[src/fct_pkg.sv]
// ----------------------------------------------------------------------------
// fct_pkg
// shared widths, command codes, constants and controller/datapath structs
// ----------------------------------------------------------------------------
package fct_pkg;

  localparam int ENTRY_W       = 12;
  localparam int CMD_W         = 2;
  localparam int TABLE_ENTRIES = 4096;
  localparam int ADDR_W        = $clog2(TABLE_ENTRIES);

  // table size and last index, sized for compares against 12-bit clusters
  localparam logic [ENTRY_W:0]    TABLE_ENTRIES_EXT = (ENTRY_W + 1)'(TABLE_ENTRIES);
  localparam logic [ENTRY_W-1:0]  LAST_CLUSTER      = ENTRY_W'(TABLE_ENTRIES - 1);
  localparam logic [ADDR_W-1:0]   ADDR_MAX          = ADDR_W'(TABLE_ENTRIES - 1);

  localparam logic [ENTRY_W-1:0]  FIRST_DATA_CLUSTER = 12'h002;
  localparam logic [ENTRY_W-1:0]  END_OF_CHAIN       = 12'hfff;
  localparam logic [ENTRY_W-1:0]  MAX_CLUSTER_RESET  = 12'hfff;

  localparam logic [CMD_W-1:0] CMD_READ  = 2'd0;
  localparam logic [CMD_W-1:0] CMD_WRITE = 2'd1;
  localparam logic [CMD_W-1:0] CMD_FIND  = 2'd2;
  localparam logic [CMD_W-1:0] CMD_LINK  = 2'd3;

  // controller to datapath
  typedef struct packed {
    logic load_item;     // capture request payload
    logic clear_step;    // zero one table entry of the reset sweep
    logic rd_cluster;    // read table at the request cluster
    logic rd_scan;       // read table at the scan index
    logic wr_cluster;    // table[cluster] <= value
    logic wr_end;        // table[value] <= end of chain
    logic scan_start;    // scan index to first data cluster (or limit if empty)
    logic scan_step;     // scan index + 1
    logic capture_read;  // result <= read data
    logic capture_hit;   // result <= scan index, found
    logic capture_zero;  // result <= 0, not found
    logic finish_load;   // move result into the output register
  } fct_cmd_t;

  // datapath to controller
  typedef struct packed {
    logic [CMD_W-1:0] item_cmd;
    logic             clear_last;
    logic             scan_empty;
    logic             scan_hit;
    logic             scan_last;
    logic             slot_free;
  } fct_status_t;

endpackage

[src/fct_ctrl.sv]
// ----------------------------------------------------------------------------
// fct_ctrl
// command sequencer: reset sweep, dispatch, scan loop, result hand-off
// ----------------------------------------------------------------------------
module fct_ctrl import fct_pkg::*; (
  input  logic        clk,
  input  logic        rst,
  input  logic        in_valid,
  output logic        in_ready,
  input  fct_status_t status,
  output fct_cmd_t    ctrl
);

  localparam logic [2:0] ST_CLEAR    = 3'd0;
  localparam logic [2:0] ST_IDLE     = 3'd1;
  localparam logic [2:0] ST_DISPATCH = 3'd2;
  localparam logic [2:0] ST_RD_WAIT  = 3'd3;
  localparam logic [2:0] ST_LINK2    = 3'd4;
  localparam logic [2:0] ST_SCAN_RD  = 3'd5;
  localparam logic [2:0] ST_SCAN_CHK = 3'd6;
  localparam logic [2:0] ST_FINISH   = 3'd7;

  logic [2:0] state;
  logic [2:0] state_next;

  always_comb begin
    state_next = state;
    ctrl       = '0;
    in_ready   = 1'b0;
    case (state)
      ST_CLEAR: begin
        ctrl.clear_step = 1'b1;
        if (status.clear_last) begin
          state_next = ST_IDLE;
        end
      end
      ST_IDLE: begin
        in_ready       = 1'b1;
        ctrl.load_item = in_valid;
        if (in_valid) begin
          state_next = ST_DISPATCH;
        end
      end
      ST_DISPATCH: begin
        case (status.item_cmd)
          CMD_READ: begin
            ctrl.rd_cluster = 1'b1;
            state_next      = ST_RD_WAIT;
          end
          CMD_WRITE: begin
            ctrl.wr_cluster   = 1'b1;
            ctrl.capture_zero = 1'b1;
            state_next        = ST_FINISH;
          end
          CMD_FIND: begin
            ctrl.scan_start   = 1'b1;
            ctrl.capture_zero = 1'b1;
            state_next        = status.scan_empty ? ST_FINISH : ST_SCAN_RD;
          end
          default: begin
            ctrl.wr_cluster = 1'b1;
            state_next      = ST_LINK2;
          end
        endcase
      end
      ST_RD_WAIT: begin
        ctrl.capture_read = 1'b1;
        state_next        = ST_FINISH;
      end
      ST_LINK2: begin
        ctrl.wr_end       = 1'b1;
        ctrl.capture_zero = 1'b1;
        state_next        = ST_FINISH;
      end
      ST_SCAN_RD: begin
        ctrl.rd_scan = 1'b1;
        state_next   = ST_SCAN_CHK;
      end
      ST_SCAN_CHK: begin
        if (status.scan_hit) begin
          ctrl.capture_hit = 1'b1;
          state_next       = ST_FINISH;
        end else if (status.scan_last) begin
          state_next = ST_FINISH;
        end else begin
          ctrl.scan_step = 1'b1;
          state_next     = ST_SCAN_RD;
        end
      end
      ST_FINISH: begin
        if (status.slot_free) begin
          ctrl.finish_load = 1'b1;
          state_next       = ST_IDLE;
        end
      end
      default: begin
        state_next = ST_IDLE;
      end
    endcase
  end

  always_ff @(posedge clk) begin
    if (rst) begin
      state <= ST_CLEAR;
    end else begin
      state <= state_next;
    end
  end

endmodule

[config.mk]
export PLATFORM = sky130hd
export DESIGN_NAME = fct_ctrl
export DESIGN_NICKNAME = d
export VERILOG_FILES = /design/src/fct_pkg.sv /design/src/fct_ctrl.sv
export SDC_FILE = /design/constraint.sdc
export NUM_CORES = 1
export LEC_CHECK = 0
export ABC_AREA = 1
export BUFFER_PORTS_ARGS = -buffer_cell sky130_fd_sc_hd__buf_2
export CORE_ASPECT_RATIO = 1.25
export CORE_MARGIN = 2
export CORE_UTILIZATION = 25
export CTS_CLUSTER_SIZE = 30
export DETAILED_ROUTE_END_ITERATION = 7
export PLACE_DENSITY_LB_ADDON = 0.25
export SYNTH_ARGS = -nofsm -noshare
export SYNTH_HDL_FRONTEND = slang
export SYNTH_SLANG_ARGS = --single-unit
[constraint.sdc]
create_clock -name clk -period 1.2 [get_ports clk]
set_input_delay 0.24 -clock clk [delete_from_list [all_inputs] [get_ports clk]]
set_output_delay 0.24 -clock clk [all_outputs]
set_load 0.02 [all_outputs]
==> reports/metrics.yaml <==
grt:
  grt_usage_pct: 12.9
  antenna_found_initial: 0
  grt_pass1_vias: 540
  gr-total-overflow: 0
  grt_pass1_wl_um: 2010
  grt_max_degree: 8
place:
  gp_congestion: 0.725
  placed_cells: 116
  dp_hpwl_um: 916
  port_buffers: 22
floorplanning:
  die_x_um: 41.8
  num_rows: 17
  pin_count: 23
  fp.dieH_um: 51.2
  core_area_um2: 1720
  initial_core_util_pct: 25.9
  die_area_um2: 2140
timing:
  rsz0062_at_grt: "yes"
  clock_skew_ps: 3.28
  hold_viol: 0
  period_needed_ps: 1370
  relSlewSlack_pct: 85.1
  fmax_mhz: 728
  fin_crit_sh_pct: 115
  drv_slew: 0
  worst_slew_pin_slew_ps: 223
  fin_ws_ps: -174
  setup_viol: 15
drt:
  drtIter0Drc: 6
  routed_via_density: 4.28
  dr.pass1.iters: 4
  vias: 543
  drc: 0
  finalWirelength_um: 1380
  drtAntennaViolNets: 0
  avgRoutedWirePerCell_um: 10.8
cells_and_area:
  regMostFlops: "state"
  largest_reg_flops: 3
  fin_nets: 123
  areaGrowthSynthToFinish_pct: 96.6
  drive_gt1_share_pct: 67.6
  n_antenna_cell: 0
  n_fill_cell: 176
  largest_registers: "state: 3 flops"
  finalNonFillerCells: 127
outcome:
  violations: "negative setup slack"
  status: "complete, but fails checks"
yosys:
  synth_area_leaders: "dfxtp_1 (13%), nand2_1 (12%), ha_1 (11%)"
  syn_inst: 69
  netlist_area_um2: 445
  synth.distinct_cells: 22
  synth_top_cell_area_share_pct: 13.5
  synth_warnings: 0
  ys_ff_latch: 3
  yosysSeqAreaShare_pct: 13.5
  syn_nets: 83
  synth_top_cell_by_area: "dfxtp_1"
  syn_avg_cell_area_um2: 6.46
run:
  drv_cap: 0
clocking:
  htree_num_levels: 1
  cts.sink_count: 3
  cts_tree: "built"
  cts_root_buf: "clkbuf_4"
  clk_pin_slew_worst_paths_ps: 40
  clock_path_buffers: 2
  clk_latency_ps: 240
  numCtsBuffers: 3
  cts_hold_buf: 0
power_and_ir_drop:
  p_total_mw: 1.54
  power_density_nw_per_um2: 1760
  peakVddDrop_v: 0.000897
  leakagePower_nw: 0.463
worst_setup_path:
  cp_max_fo: 5
  critPathKind: "register to output port"
  worst_setup_path_end_kind: "output port"
  startpoint_type: "register"
  crit_required_ps: 960
  crit_arrival_ps: 1130
min_path:
  hold_path_class: "input pin to register"
## path summary, 6_finish.rpt
check	start	endpoint	slack (ps)	cells after the start
max	state[2]	ctrl[7]	-170	6
min	rst	state[0]	200	2
max reg2reg	state[0]	state[1]	-110	9
min reg2reg	state[2]	state[1]	690	2
## area by class of cell
| type | count | area [um2] | area share (%) |
|---|---|---|---|
| well taps | 19 | 23.8 | 2.71 |
| inverters | 16 | 72.6 | 8.29 |
| flip-flops and latches | 3 | 71.3 | 8.14 |
| clock buffers | 4 | 26.3 | 3.00 |
| multi-input cells | 47 | 367 | 41.9 |
| repair buffers | 38 | 315 | 36.0 |
## layout by cell type (no fill, tap or decap), types with 4 or more instances in the layout
cell / netlist / routed
buf_2: 0 / 9
buf_4: 0 / 15
buf_6: 3 / 14
ha_1: 4 / 4
inv_1: 12 / 10
nand2_1: 14 / 8
nand2_2: 0 / 5
nor2_1: 10 / 5
nor2_2: 3 / 6
## cells by family (layout without fill, tap and decap cells)
| kind of cell | after synthesis | count (layout) | synth area share [%] |
|---|---|---|---|
| AO/OA/AOI/OAI | 4 | 4 | 5.34 |
| XOR/XNOR | 1 | 1 | 1.97 |
| adder cells (fa/ha/maj) | 4 | 4 | 11.2 |
| buffers and inverters | 19 | 58 | 23.0 |
| flip-flops | 3 | 3 | 13.5 |
| AND/OR/NAND/NOR | 38 | 38 | 44.9 |
## critical path: stages (launching register included)
cell and delay [ps]:
dfxtp_4 360, inv_6 80, nand3_4 100, clkinv_4 80, nand2_4 50, nor2_4 90
buf_6 120
## cell usage after synthesis, drive strengths merged
| master | n |
|---|---|
| clkinv | 1 |
| buf | 3 |
| o21ai | 2 |
| inv | 15 |
| dfxtp | 3 |
| a31o | 1 |
| nand2 | 14 |
| xor2 | 1 |
| nand4 | 1 |
| nand3b | 1 |
| a21oi | 1 |
| nand3 | 5 |
| nor3 | 3 |
| nor2 | 14 |
| ha | 4 |
## metal layers
metal  GRT usage (%)  part of all wire [%]  up-vias
met4            11.3                  0.58        0
met1            11.0                    32      240
met3            1.77                   4.5        2
met5               0                     0        -
met2            25.3                    63       15
li1                -                     -      286
## through the flow
stage          setup TNS [ps]  setup WS (ps)  instance area, um2  hold WS (ps)  utilization, %
2_1_floorplan               0           11.7                 455           307               -
3_3_place_gp             -295          -69.3                 623           442            36.2
3_5_place_dp             -368          -74.2                 623           441            36.2
4_1_cts                 -1350           -156                 817           184            47.4
5_1_grt                 -2320           -225                 876           213            50.8
6_report                -1570           -174                 876           198            50.8
## report_power, final
part	internal, mW	switching [mW]
sequential	0.151	0.0890
combinational	0.569	0.541
clock	0.125	0.0629
total	0.845	0.693
## what timing repair did
action / 4_1_cts / 5_1_grt
endpoints found under the setup margin: 15 / 15
cloned: 0 / 0
pin swaps: 6 / 5
buffers inserted: 7 / 1
resized for setup: 40 / 15
Power figures use the tool's default switching activity.
